==> config.mk <==
export PLATFORM = sky130hd
export DESIGN_NAME = spi_nor_flash_command_sequencer
export DESIGN_NICKNAME = d
export VERILOG_FILES = /design/src/rtl/snfcs_pkg.sv /design/src/rtl/spi_nor_flash_command_sequencer.sv
export SDC_FILE = /design/constraint.sdc
export NUM_CORES = 1
export LEC_CHECK = 0
export BUFFER_PORTS_ARGS = -buffer_cell sky130_fd_sc_hd__buf_2
export CAP_MARGIN = 20
export CORE_ASPECT_RATIO = 1.1
export CORE_UTILIZATION = 55
export DETAILED_ROUTE_END_ITERATION = 10
export HOLD_SLACK_MARGIN = 0.08
export MAX_ROUTING_LAYER = met4
export PLACE_DENSITY = 0.81
export SYNTH_ARGS = -nofsm -noshare
export SYNTH_HDL_FRONTEND = slang
export SYNTH_SLANG_ARGS = --single-unit
export TNS_END_PERCENT = 1
==> constraint.sdc <==
create_clock -name clk -period 18.6 [get_ports clk]
set_clock_uncertainty 0.15 [all_clocks]
set_input_delay 2.79 -clock clk [delete_from_list [all_inputs] [get_ports clk]]
set_output_delay 2.79 -clock clk [all_outputs]
set_load 0.05 [all_outputs]
==> src/rtl/snfcs_pkg.sv <==
// ----------------------------------------------------------------------------
// snfcs_pkg: shared types and constants for the SPI NOR flash sequencer
// Payload structs, phase codes, action and outcome codes, flash opcodes.
// ----------------------------------------------------------------------------
`default_nettype none
package snfcs_pkg;

  typedef struct packed {
    logic [1:0]  req_type;
    logic [3:0]  operation;
    logic [23:0] address;
    logic [12:0] length;
    logic [7:0]  data_byte;
  } in_item_t;

  typedef struct packed {
    logic [2:0] action;
    logic [7:0] spi_out_byte;
    logic [7:0] host_byte;
    logic [1:0] outcome;
    logic       last;
  } out_item_t;

  typedef enum logic [4:0] {
    P_IDLE, P_RDSR_CMD, P_RDSR_DATA, P_WREN_CMD, P_DELAY, P_CMD_ADDR,
    P_READ_DATA, P_WR_NEED, P_WR_SEND, P_PRE_CMD,
    K_STATUS_REPORT, K_WREN_RDSR, K_WREN_CHECK, K_POLL_CHECK, K_POLL_NEXT,
    K_PRE_SECOND, K_PRE_THIRD, K_DONE_OK
  } phase_t;

  localparam logic [1:0] REQ_START = 2'd0;
  localparam logic [1:0] REQ_SPI   = 2'd1;
  localparam logic [1:0] REQ_DATA  = 2'd2;
  localparam logic [1:0] REQ_TICK  = 2'd3;

  localparam logic [3:0] OP_STATUS = 4'd0;
  localparam logic [3:0] OP_WREN   = 4'd1;
  localparam logic [3:0] OP_ID     = 4'd2;
  localparam logic [3:0] OP_RESET  = 4'd3;
  localparam logic [3:0] OP_WAKE   = 4'd4;
  localparam logic [3:0] OP_READ   = 4'd5;
  localparam logic [3:0] OP_ER4K   = 4'd6;
  localparam logic [3:0] OP_ER64K  = 4'd7;
  localparam logic [3:0] OP_CHIP   = 4'd8;
  localparam logic [3:0] OP_WRITE  = 4'd9;

  localparam logic [2:0] ACT_SEL    = 3'd0;
  localparam logic [2:0] ACT_DESEL  = 3'd1;
  localparam logic [2:0] ACT_SEND   = 3'd2;
  localparam logic [2:0] ACT_HOST   = 3'd3;
  localparam logic [2:0] ACT_NEED   = 3'd4;
  localparam logic [2:0] ACT_DONE   = 3'd5;

  localparam logic [1:0] OC_OK      = 2'd0;
  localparam logic [1:0] OC_BADARG  = 2'd1;
  localparam logic [1:0] OC_NOWEL   = 2'd2;
  localparam logic [1:0] OC_TIMEOUT = 2'd3;

  localparam logic [1:0] CFG_SECTOR = 2'd0;
  localparam logic [1:0] CFG_BLOCK  = 2'd1;
  localparam logic [1:0] CFG_CHIP   = 2'd2;
  localparam logic [1:0] CFG_PAGE   = 2'd3;

  localparam logic [7:0] OPC_WRITE_ENABLE = 8'h06;
  localparam logic [7:0] OPC_READ_STATUS  = 8'h05;
  localparam logic [7:0] OPC_READ_DATA    = 8'h03;
  localparam logic [7:0] CMD_PP    = 8'h02;
  localparam logic [7:0] CMD_SE    = 8'h20;
  localparam logic [7:0] CMD_BE    = 8'hD8;
  localparam logic [7:0] CMD_CE    = 8'hC7;
  localparam logic [7:0] CMD_RDID  = 8'h9F;
  localparam logic [7:0] CMD_WAKE  = 8'hAB;
  localparam logic [7:0] OPC_RESET_ENABLE = 8'h66;
  localparam logic [7:0] CMD_RST   = 8'h99;
  localparam logic [7:0] DUMMY     = 8'hFF;

  localparam logic [9:0] TICKS_WEL  = 10'd10;
  localparam logic [9:0] TICKS_PRE  = 10'd50;
  localparam logic [9:0] TICKS_MS   = 10'd1000;

endpackage
`default_nettype wire

==> src/rtl/spi_nor_flash_command_sequencer.sv <==
// ----------------------------------------------------------------------------
// spi_nor_flash_command_sequencer: byte-level SPI NOR flash operation engine
// One event beat in, up to three result beats out, single-pass state update.
// ----------------------------------------------------------------------------
//  channel  | signals                    | direction
//  in       | in_valid/in_ready/in_data  | event beats into the block
//  out      | out_valid/out_ready/out_data| result beats out, last marks end
//  cfg      | cfg_valid/cfg_ready/idx/data| timeout register writes
//
// An input beat is decoded in the cycle it is accepted; its results (none to
// three) go into a small result buffer and drain one per cycle. The next beat
// is accepted when the buffer will hold it, so beats that give one result
// sustain one per cycle. Reset is synchronous and clears all state and the
// timeout registers to their defaults. Output stalls only back up the input.
// ----------------------------------------------------------------------------
`default_nettype none
module spi_nor_flash_command_sequencer #(
  parameter int MAX_LEN    = 4096,
  parameter int PAGE_BYTES = 256
) (
  input  wire logic                 clk,
  input  wire logic                 rst,
  input  wire logic                 in_valid,
  output logic                      in_ready,
  input  wire snfcs_pkg::in_item_t  in_data,
  output logic                      out_valid,
  input  wire logic                 out_ready,
  output snfcs_pkg::out_item_t      out_data,
  input  wire logic                 cfg_valid,
  output logic                      cfg_ready,
  input  wire logic [1:0]           cfg_index,
  input  wire logic [19:0]          cfg_data
);
  import snfcs_pkg::*;

  localparam int PW = $clog2(PAGE_BYTES);

  // timeout registers
  logic [19:0] to_sector, to_block, to_chip, to_page;

  // sequencer state
  phase_t      phase, return_phase;
  logic [3:0]  cur_op;
  logic [23:0] cursor;
  logic [12:0] remain;
  logic [12:0] chunk;
  logic [1:0]  step;
  logic [9:0]  dcount;
  logic [26:0] elapsed;
  logic [7:0]  status;

  phase_t      phase_next, return_phase_next;
  logic [3:0]  cur_op_next;
  logic [23:0] cursor_next;
  logic [12:0] remain_next, chunk_next;
  logic [1:0]  step_next;
  logic [9:0]  dcount_next;
  logic [26:0] elapsed_next;
  logic [7:0]  status_next;

  // result buffer: FIFO of depth 8, filled with up to three results per beat
  out_item_t   fifo [8];
  logic [2:0]  rd_ptr, wr_ptr;
  logic [3:0]  count;
  out_item_t   res [4];
  logic [2:0]  res_n;
  logic        take;

  assign cfg_ready = 1'b1;
  assign in_ready  = (count <= 4'd4);
  assign take      = in_valid && in_ready;

  always_ff @(posedge clk) begin
    if (rst) begin
      to_sector <= 20'd5000;
      to_block  <= 20'd15000;
      to_chip   <= 20'd120000;
      to_page   <= 20'd1000;
    end else if (cfg_valid) begin
      case (cfg_index)
        CFG_SECTOR: to_sector <= cfg_data;
        CFG_BLOCK:  to_block  <= cfg_data;
        CFG_CHIP:   to_chip   <= cfg_data;
        CFG_PAGE:   to_page   <= cfg_data;
        default:    ;
      endcase
    end
  end

  // decode one event beat
  always_comb begin
    logic [1:0]  oc;
    logic [19:0] tmo;
    logic [7:0]  b;
    logic [12:0] room;
    logic [12:0] r2;
    logic [12:0] c2;
    phase_t      k;
    logic        cont;
    logic        wait_go;
    logic        page_go;
    phase_next        = phase;
    return_phase_next = return_phase;
    cur_op_next       = cur_op;
    cursor_next       = cursor;
    remain_next       = remain;
    chunk_next        = chunk;
    step_next         = step;
    dcount_next       = dcount;
    elapsed_next      = elapsed;
    status_next       = status;
    res_n             = 3'd0;
    for (int i = 0; i < 4; i++) res[i] = '0;
    oc      = OC_OK;
    b       = in_data.data_byte;
    k       = P_IDLE;
    cont    = 1'b0;
    wait_go = 1'b0;
    page_go = 1'b0;
    r2      = '0;
    c2      = '0;
    room    = '0;
    tmo     = '0;

    case (in_data.req_type)
      REQ_START: begin
        if (phase == P_IDLE) begin
          cur_op_next = in_data.operation;
          case (in_data.operation)
            OP_STATUS: begin
              res[0].action = ACT_SEL;
              res[1].action = ACT_SEND; res[1].spi_out_byte = OPC_READ_STATUS;
              res_n = 3'd2; return_phase_next = K_STATUS_REPORT;
              phase_next = P_RDSR_CMD;
            end
            OP_WREN, OP_CHIP: begin
              res[0].action = ACT_SEL;
              res[1].action = ACT_SEND; res[1].spi_out_byte = OPC_WRITE_ENABLE;
              res_n = 3'd2; phase_next = P_WREN_CMD;
            end
            OP_ID, OP_RESET: begin
              res[0].action = ACT_DESEL; res_n = 3'd1;
              dcount_next = TICKS_PRE; return_phase_next = K_PRE_SECOND;
              phase_next = P_DELAY;
            end
            OP_WAKE: begin
              res[0].action = ACT_SEL;
              res[1].action = ACT_SEND; res[1].spi_out_byte = CMD_WAKE;
              res_n = 3'd2; step_next = 2'd3; phase_next = P_CMD_ADDR;
            end
            OP_READ: begin
              if (32'(in_data.length) > MAX_LEN) begin
                res[0].action = ACT_DONE; res[0].outcome = OC_BADARG;
                res_n = 3'd1; phase_next = P_IDLE;
              end else begin
                cursor_next = in_data.address; remain_next = in_data.length;
                res[0].action = ACT_SEL;
                res[1].action = ACT_SEND; res[1].spi_out_byte = OPC_READ_DATA;
                res_n = 3'd2; step_next = 2'd0; phase_next = P_CMD_ADDR;
              end
            end
            OP_ER4K, OP_ER64K: begin
              if ((in_data.operation == OP_ER4K && in_data.address[11:0] != 12'd0) ||
                  (in_data.operation == OP_ER64K && in_data.address[15:0] != 16'd0)) begin
                res[0].action = ACT_DONE; res[0].outcome = OC_BADARG;
                res_n = 3'd1; phase_next = P_IDLE;
              end else begin
                cursor_next = in_data.address;
                res[0].action = ACT_SEL;
                res[1].action = ACT_SEND; res[1].spi_out_byte = OPC_WRITE_ENABLE;
                res_n = 3'd2; phase_next = P_WREN_CMD;
              end
            end
            OP_WRITE: begin
              if (32'(in_data.length) > MAX_LEN) begin
                res[0].action = ACT_DONE; res[0].outcome = OC_BADARG;
                res_n = 3'd1; phase_next = P_IDLE;
              end else if (in_data.length == 13'd0) begin
                cursor_next = in_data.address; remain_next = '0;
                res[0].action = ACT_DONE; res_n = 3'd1; phase_next = P_IDLE;
              end else begin
                cursor_next = in_data.address; remain_next = in_data.length;
                room = 13'(PAGE_BYTES) - 13'(in_data.address[PW-1:0]);
                chunk_next = (in_data.length < room) ? in_data.length : room;
                res[0].action = ACT_SEL;
                res[1].action = ACT_SEND; res[1].spi_out_byte = OPC_WRITE_ENABLE;
                res_n = 3'd2; phase_next = P_WREN_CMD;
              end
            end
            default: begin
              res[0].action = ACT_DONE; res[0].outcome = OC_BADARG;
              res_n = 3'd1; phase_next = P_IDLE;
            end
          endcase
        end
      end
      REQ_TICK: begin
        if (phase == P_DELAY) begin
          if (dcount != 10'd0) dcount_next = dcount - 10'd1;
          if (dcount <= 10'd1) begin
            cont = 1'b1; k = return_phase;
          end
        end
      end
      REQ_DATA: begin
        if (phase == P_WR_NEED) begin
          res[0].action = ACT_SEND; res[0].spi_out_byte = b;
          res_n = 3'd1; phase_next = P_WR_SEND;
        end
      end
      default: begin
        case (phase)
          P_RDSR_CMD: begin
            res[0].action = ACT_SEND; res[0].spi_out_byte = DUMMY;
            res_n = 3'd1; phase_next = P_RDSR_DATA;
          end
          P_RDSR_DATA: begin
            status_next = b;
            res[0].action = ACT_DESEL; res_n = 3'd1;
            cont = 1'b1; k = return_phase;
          end
          P_WREN_CMD: begin
            res[0].action = ACT_DESEL; res_n = 3'd1;
            dcount_next = TICKS_WEL; return_phase_next = K_WREN_RDSR;
            phase_next = P_DELAY;
          end
          P_PRE_CMD: begin
            res[0].action = ACT_DESEL; res_n = 3'd1;
            dcount_next = TICKS_PRE; return_phase_next = K_PRE_THIRD;
            phase_next = P_DELAY;
          end
          P_CMD_ADDR: begin
            if (step != 2'd3) begin
              res[0].action = ACT_SEND;
              case (step)
                2'd0:    res[0].spi_out_byte = cursor[23:16];
                2'd1:    res[0].spi_out_byte = cursor[15:8];
                default: res[0].spi_out_byte = cursor[7:0];
              endcase
              res_n = 3'd1; step_next = step + 2'd1;
            end else begin
              case (cur_op)
                OP_ID: begin
                  remain_next = 13'd3;
                  res[0].action = ACT_SEND; res[0].spi_out_byte = DUMMY;
                  res_n = 3'd1; phase_next = P_READ_DATA;
                end
                OP_RESET, OP_WAKE: begin
                  res[0].action = ACT_DESEL; res_n = 3'd1;
                  dcount_next = TICKS_MS; return_phase_next = K_DONE_OK;
                  phase_next = P_DELAY;
                end
                OP_READ: begin
                  if (remain == 13'd0) begin
                    res[0].action = ACT_DESEL; res[1].action = ACT_DONE;
                    res_n = 3'd2; phase_next = P_IDLE;
                  end else begin
                    res[0].action = ACT_SEND; res[0].spi_out_byte = DUMMY;
                    res_n = 3'd1; phase_next = P_READ_DATA;
                  end
                end
                OP_WRITE: begin
                  res[0].action = ACT_NEED; res_n = 3'd1; phase_next = P_WR_NEED;
                end
                default: begin
                  res[0].action = ACT_DESEL; res_n = 3'd1; wait_go = 1'b1;
                end
              endcase
            end
          end
          P_READ_DATA: begin
            res[0].action = ACT_HOST; res[0].host_byte = b;
            r2 = (remain != 13'd0) ? remain - 13'd1 : 13'd0;
            remain_next = r2;
            if (r2 != 13'd0) begin
              res[1].action = ACT_SEND; res[1].spi_out_byte = DUMMY; res_n = 3'd2;
            end else begin
              res[1].action = ACT_DESEL; res[2].action = ACT_DONE;
              res_n = 3'd3; phase_next = P_IDLE;
            end
          end
          P_WR_SEND: begin
            c2 = (chunk != 13'd0) ? chunk - 13'd1 : 13'd0;
            chunk_next = c2;
            remain_next = (remain != 13'd0) ? remain - 13'd1 : 13'd0;
            cursor_next = cursor + 24'd1;
            if (c2 != 13'd0) begin
              res[0].action = ACT_NEED; res_n = 3'd1; phase_next = P_WR_NEED;
            end else begin
              res[0].action = ACT_DESEL; res_n = 3'd1; wait_go = 1'b1;
            end
          end
          default: ;
        endcase
      end
    endcase

    // resume at a continuation point (appends at res_n)
    if (cont) begin
      case (k)
        K_STATUS_REPORT: begin
          res[res_n[1:0]].action = ACT_HOST; res[res_n[1:0]].host_byte = status_next;
          res[res_n[1:0]+2'd1].action = ACT_DONE;
          res_n = res_n + 3'd2; phase_next = P_IDLE;
        end
        K_WREN_RDSR: begin
          res[res_n[1:0]].action = ACT_SEL;
          res[res_n[1:0]+2'd1].action = ACT_SEND;
          res[res_n[1:0]+2'd1].spi_out_byte = OPC_READ_STATUS;
          res_n = res_n + 3'd2; return_phase_next = K_WREN_CHECK;
          phase_next = P_RDSR_CMD;
        end
        K_WREN_CHECK: begin
          if (cur_op == OP_WREN) begin
            res[res_n[1:0]].action = ACT_HOST; res[res_n[1:0]].host_byte = status_next;
            res[res_n[1:0]+2'd1].action = ACT_DONE;
            res[res_n[1:0]+2'd1].outcome = status_next[1] ? OC_OK : OC_NOWEL;
            res_n = res_n + 3'd2; phase_next = P_IDLE;
          end else if (!status_next[1]) begin
            res[res_n[1:0]].action = ACT_DONE; res[res_n[1:0]].outcome = OC_NOWEL;
            res_n = res_n + 3'd1; phase_next = P_IDLE;
          end else begin
            case (cur_op)
              OP_ER4K:  b = CMD_SE;
              OP_ER64K: b = CMD_BE;
              OP_CHIP:  b = CMD_CE;
              default:  b = CMD_PP;
            endcase
            res[res_n[1:0]].action = ACT_SEL;
            res[res_n[1:0]+2'd1].action = ACT_SEND;
            res[res_n[1:0]+2'd1].spi_out_byte = b;
            res_n = res_n + 3'd2;
            step_next = (cur_op == OP_CHIP) ? 2'd3 : 2'd0;
            phase_next = P_CMD_ADDR;
          end
        end
        K_POLL_CHECK: begin
          if (status_next[0]) begin
            dcount_next = TICKS_MS; return_phase_next = K_POLL_NEXT;
            phase_next = P_DELAY;
          end else if (cur_op == OP_WRITE && remain != 13'd0) begin
            page_go = 1'b1;
          end else begin
            res[res_n[1:0]].action = ACT_DONE;
            res_n = res_n + 3'd1; phase_next = P_IDLE;
          end
        end
        K_POLL_NEXT: begin
          elapsed_next = elapsed + 27'd1;
        end
        K_PRE_SECOND: begin
          res[res_n[1:0]].action = ACT_SEL;
          res[res_n[1:0]+2'd1].action = ACT_SEND;
          res[res_n[1:0]+2'd1].spi_out_byte =
            (cur_op == OP_ID) ? CMD_WAKE : OPC_RESET_ENABLE;
          res_n = res_n + 3'd2; phase_next = P_PRE_CMD;
        end
        K_PRE_THIRD: begin
          res[res_n[1:0]].action = ACT_SEL;
          res[res_n[1:0]+2'd1].action = ACT_SEND;
          res[res_n[1:0]+2'd1].spi_out_byte = (cur_op == OP_ID) ? CMD_RDID : CMD_RST;
          res_n = res_n + 3'd2; step_next = 2'd3; phase_next = P_CMD_ADDR;
        end
        default: begin
          res[res_n[1:0]].action = ACT_DONE;
          res_n = res_n + 3'd1; phase_next = P_IDLE;
        end
      endcase
    end

    // start the next page of a write
    if (page_go) begin
      room = 13'(PAGE_BYTES) - 13'(cursor[PW-1:0]);
      chunk_next = (remain < room) ? remain : room;
      res[res_n[1:0]].action = ACT_SEL;
      res[res_n[1:0]+2'd1].action = ACT_SEND;
      res[res_n[1:0]+2'd1].spi_out_byte = OPC_WRITE_ENABLE;
      res_n = res_n + 3'd2; phase_next = P_WREN_CMD;
    end

    // busy poll: check timeout, then read status
    if (wait_go || (cont && k == K_POLL_NEXT)) begin
      if (wait_go) elapsed_next = '0;
      case (cur_op)
        OP_ER4K:  tmo = to_sector;
        OP_ER64K: tmo = to_block;
        OP_CHIP:  tmo = to_chip;
        default:  tmo = to_page;
      endcase
      if (elapsed_next >= 27'(tmo)) begin
        oc = OC_TIMEOUT;
        res[res_n[1:0]].action = ACT_DONE; res[res_n[1:0]].outcome = oc;
        res_n = res_n + 3'd1; phase_next = P_IDLE;
      end else begin
        res[res_n[1:0]].action = ACT_SEL;
        res[res_n[1:0]+2'd1].action = ACT_SEND;
        res[res_n[1:0]+2'd1].spi_out_byte = OPC_READ_STATUS;
        res_n = res_n + 3'd2; return_phase_next = K_POLL_CHECK;
        phase_next = P_RDSR_CMD;
      end
    end

    for (int i = 0; i < 4; i++) res[i].last = (3'(i) == res_n - 3'd1);
  end

  // state update
  always_ff @(posedge clk) begin
    if (rst) begin
      phase <= P_IDLE; return_phase <= P_IDLE; cur_op <= '0; cursor <= '0;
      remain <= '0; chunk <= '0; step <= '0; dcount <= '0; elapsed <= '0;
      status <= '0;
    end else if (take) begin
      phase <= phase_next; return_phase <= return_phase_next;
      cur_op <= cur_op_next; cursor <= cursor_next; remain <= remain_next;
      chunk <= chunk_next; step <= step_next; dcount <= dcount_next;
      elapsed <= elapsed_next; status <= status_next;
    end
  end

  // result buffer write and drain
  always_ff @(posedge clk) begin
    if (take) begin
      for (int i = 0; i < 4; i++) begin
        if (3'(i) < res_n) fifo[wr_ptr + 3'(i)] <= res[i];
      end
    end
  end

  always_ff @(posedge clk) begin
    if (rst) begin
      rd_ptr <= '0; wr_ptr <= '0; count <= '0;
    end else begin
      if (take) wr_ptr <= wr_ptr + res_n;
      if (out_valid && out_ready) rd_ptr <= rd_ptr + 3'd1;
      count <= count + (take ? {1'b0, res_n} : 4'd0)
                     - ((out_valid && out_ready) ? 4'd1 : 4'd0);
    end
  end

  assign out_valid = (count != 4'd0);
  assign out_data  = fifo[rd_ptr];

endmodule
`default_nettype wire

==> results by group <==
Power
  • Maximum vdd drop: 0.0000873 V
  • Leak Pwr: 11.1 nW
  • Total Power: 0.00246 W
  • Power density over cell area: 85.0 mW/mm^2

Yosys
  • Post-synthesis sequential area ratio: 0.354
  • Mean Syn Cell Area: 8.40 sq um
  • Ys async rst share: 0
  • Synthesized area: 0.0265 sq mm
  • Cell count after synthesis: 3151
  • YS warnings: 0
  • Post-Synth XOR/XNOR Area: 0.0195
  • Synth Area in Adders: 0.0325
  • Syn_nets: 3295
  • Netlist cell types: 98
  • Mux share of post-synthesis cell area: 0.120
  • Synth Register Bits: 380
  • Number of synthesized flops with an enable pin: 176
  • Simple-Gate Fraction of Synth Area: 0.226
  • Top FF cell, synth: dfxtp_1
  • Compound-Gate Fraction of Synth Area: 0.207
  • Main combinational cell family by area after synthesis: simple AND/OR/NAND/NOR gates

Global routing
  • Congestion Overflow GR: 0
  • All-layer global routing usage: 0.387
  • First-pass GRT wire length: 143 mm
  • Initial antenna violation count: 4
  • Vias in the first global route: 24300
  • Largest net degree at the start of global routing: 136

Route
  • Via density per instance: 6.78
  • DRC violation count after routing: 0
  • Vias: 25800
  • DR pass1 iterations: 7
  • Antenna Nets Post-Route: 0
  • Routed WL: 93.9 mm
  • WL per Instance: 24.7 microns
  • Initial DRC count: 3003

CTS
  • TritonCTS Buffers: 42
  • Root buf cell: clkbuf_16
  • CTS tree: yes
  • Postcts setup bufs: 0
  • Worst-Skew Late Latency: 0.59 ns
  • Htree depth: 2
  • Sink Count: 380
  • Number of hold buffers added after CTS: 0
  • Reg clk slew, reported paths: 0.06 ns
  • Post_cts resized: 0
  • Clock buffer depth: 3

Timing
  • Max Clk Rate: 94.9 MHz
  • Max-slew violations: 0
  • Slew @ Worst Pin: 1.31 ns
  • Final period util: 0.566
  • Hold Fails Final Rpt: 0
  • Fin Setup TNS: 0 ns
  • Minimum clock period: 10.53 ns
  • Setup-failing EPs final: 0
  • Slew HR: 0.128
  • RSZ-0062 raised after global routing: false

Job
  • Max-cap viol count: 0

Worst setup path
  • Critical Path AT: 10.63 ns
  • Critical path cell sequence: buf_2, nor2b_1, buf_4, and3_1, a21oi_2, buf_4, or3_1, nor2_1, nand3_1, or3_1, a21oi_1, ha_1, a21o_1, a21o_1, a221o_1, nand3b_1, nor4_4, nor3_1, or3b_1, nand2_1, nand4_1, o211ai_1, buf_4
  • Critical Path Max Stage Delay: 0.77 ns
  • CP Data Required Time: 18.70 ns
  • Crit-path leading delay family: simple AND/OR/NAND/NOR gates
  • Bufs and invs on worst path: 4
  • Slowest-stage cell, CP: nand4_1
  • Setup slack, reg-to-reg: 9.69 ns
  • Crit end category: register
  • Setup CP Type: input pin to register
  • Reg-to-reg endpoint: fifo[1][5]
  • Setup crit start kind: input pin
  • CP Max Fanout: 29
  • Reg2Reg Depth: 23
  • Most frequent CP cell: buf_4
  • RR Startpoint: chunk[0]

Placement
  • DPL Wire Length: 65.5 mm
  • I/O Buffers: 101
  • GPL Wtd Cong: 1.02

Die
  • Die Ht: 232 microns
  • Std-Cell Core Area: 0.0471 sq mm
  • Initial Util: 0.562
  • IO Count: 103
  • Die area: 0.0490 sq mm
  • Row count: 83
  • Die width: 211 microns

Cells and area
  • Layout cells sized above 1: 0.116
  • Commonest non-fill, non-tap cell in the layout: nand2_1
  • Commonest cells after routing, fill and taps aside: 524 x nand2_1, 235 x nor2_1, 214 x a21oi_1
  • Number of nets in the layout: 3277
  • Area growth from synthesis to layout: 9.37%

Status
  • Outcome: completed

Hold path
  • Cells on Worst Hold Path: 2
  • Hold Startpoint: to_block[5]
  • Worst Hold End: to_block[5]
  • Hold Crit Class: register to register
-- worst min-delay path, delay by kind of cell, from the launching register on --
kind	cells	cell delay, ns
AO/OA/AOI/OAI	1	0.05
AND/OR/NAND/NOR	1	0.05
flip-flops	1	0.30
-- metrics by stage --
| stage | hold slack (ns) | setup WS, ns | utilization | instances | area, sq um |
|---|---|---|---|---|---|
| 3_3_place_gp | 0.291 | 7.85 | 0.581 | 3713 | 27400 |
| 4_1_cts | 0.305 | 8.26 | 0.611 | 3792 | 28800 |
| 2_1_floorplan | 0.286 | 9.15 | - | 3151 | 26500 |
| 5_1_grt | 0.324 | 7.68 | 0.614 | 3807 | 29000 |
| 3_5_place_dp | 0.296 | 7.68 | 0.581 | 3715 | 27400 |
| 6_report | 0.303 | 8.07 | 0.614 | 3807 | 29000 |
-- cell usage after synthesis, types with 27 or more instances --
master | number | share of area
a211oi_1 | 42 | 0.012
a21o_1 | 28 | 0.0079
a21oi_1 | 216 | 0.041
a221oi_1 | 29 | 0.0096
a22oi_1 | 33 | 0.0094
and3_1 | 40 | 0.0094
clkbuf_1 | 184 | 0.026
dfxtp_1 | 204 | 0.15
edfxtp_1 | 176 | 0.20
ha_1 | 64 | 0.030
inv_1 | 45 | 0.0064
mux2_2 | 31 | 0.013
mux2i_1 | 183 | 0.069
mux4_2 | 44 | 0.037
nand2_1 | 525 | 0.074
nand2b_1 | 37 | 0.0087
nand3_1 | 111 | 0.021
nand3b_1 | 35 | 0.0099
nand4_1 | 30 | 0.0071
nor2_1 | 236 | 0.033
nor3_1 | 68 | 0.013
o211ai_1 | 56 | 0.016
o21ai_0 | 177 | 0.033
o21ai_1 | 76 | 0.014
or3_1 | 34 | 0.0080
xnor2_1 | 32 | 0.011
xor2_1 | 27 | 0.0089
-- flip-flops by register name, summed over array words and instances (netlist names), named ones only --
name,flops
elapsed,27
status,8
fifo,176
chunk,13
to_page,20
cur_op,4
count,4
rd_ptr,3
to_chip,20
cursor,24
phase,5
remain,13
to_block,20
dcount,10
to_sector,20
step,2
return_phase,5
wr_ptr,3
-- layer usage --
metal  track usage  share of wire  wire (microns)  vias up
met4         0.190          0.053            4950        0
li1              -              -               -    11700
met5             -              0               0        -
met1         0.477           0.38           36100    12300
met3        0.0596          0.095            8880      330
met2         0.620           0.47           44000     1488
-- power by group --
part	leakage, nW	total [W]	internal, W	switching (W)
registers	3.31	0.000936	0.000905	0.0000317
logic	7.12	0.000659	0.000224	0.000435
clock network	0.698	0.000868	0.000502	0.000366
total	11.1	0.00246	0.00163	0.000833
-- logic make-up (layout without fill, tap and decap cells) --
kind of cell             Yosys count  after routing
XOR/XNOR                          59             59
AO/OA/AOI/OAI                    850            850
AND/OR/NAND/NOR                 1258           1258
buffers and inverters            276            291
other                              1              5
adder cells (fa/ha/maj)           68             68
flip-flops                       380            380
multiplexers                     259            259
-- final cells by class --
class                   count  area, sq um
clock inverters            24          248
repair buffers            166         1050
flip-flops and latches    380         9370
fillers                  4142        18200
well taps                 637          797
inverters                  48          180
diodes                      4         10.0
multi-input cells        2495        16100
clock buffers              53         1160
-- how the worst max path moves through the flow --
stage	endpoint	startpoint	slack, ns	depth (start not counted)
6_report	fifo[1][5]	in_data[49]	8.07	23
5_1_grt	fifo[1][20]	in_data[49]	7.68	22
3_3_place_gp	fifo[1][8]	in_data[49]	7.85	23
2_1_floorplan	fifo[0][0]	in_data[50]	9.15	25
3_5_place_dp	fifo[1][11]	in_data[49]	7.68	23
4_1_cts	fifo[1][10]	in_data[49]	8.26	23
No activity file was read; power rests on OpenSTA's default activity.
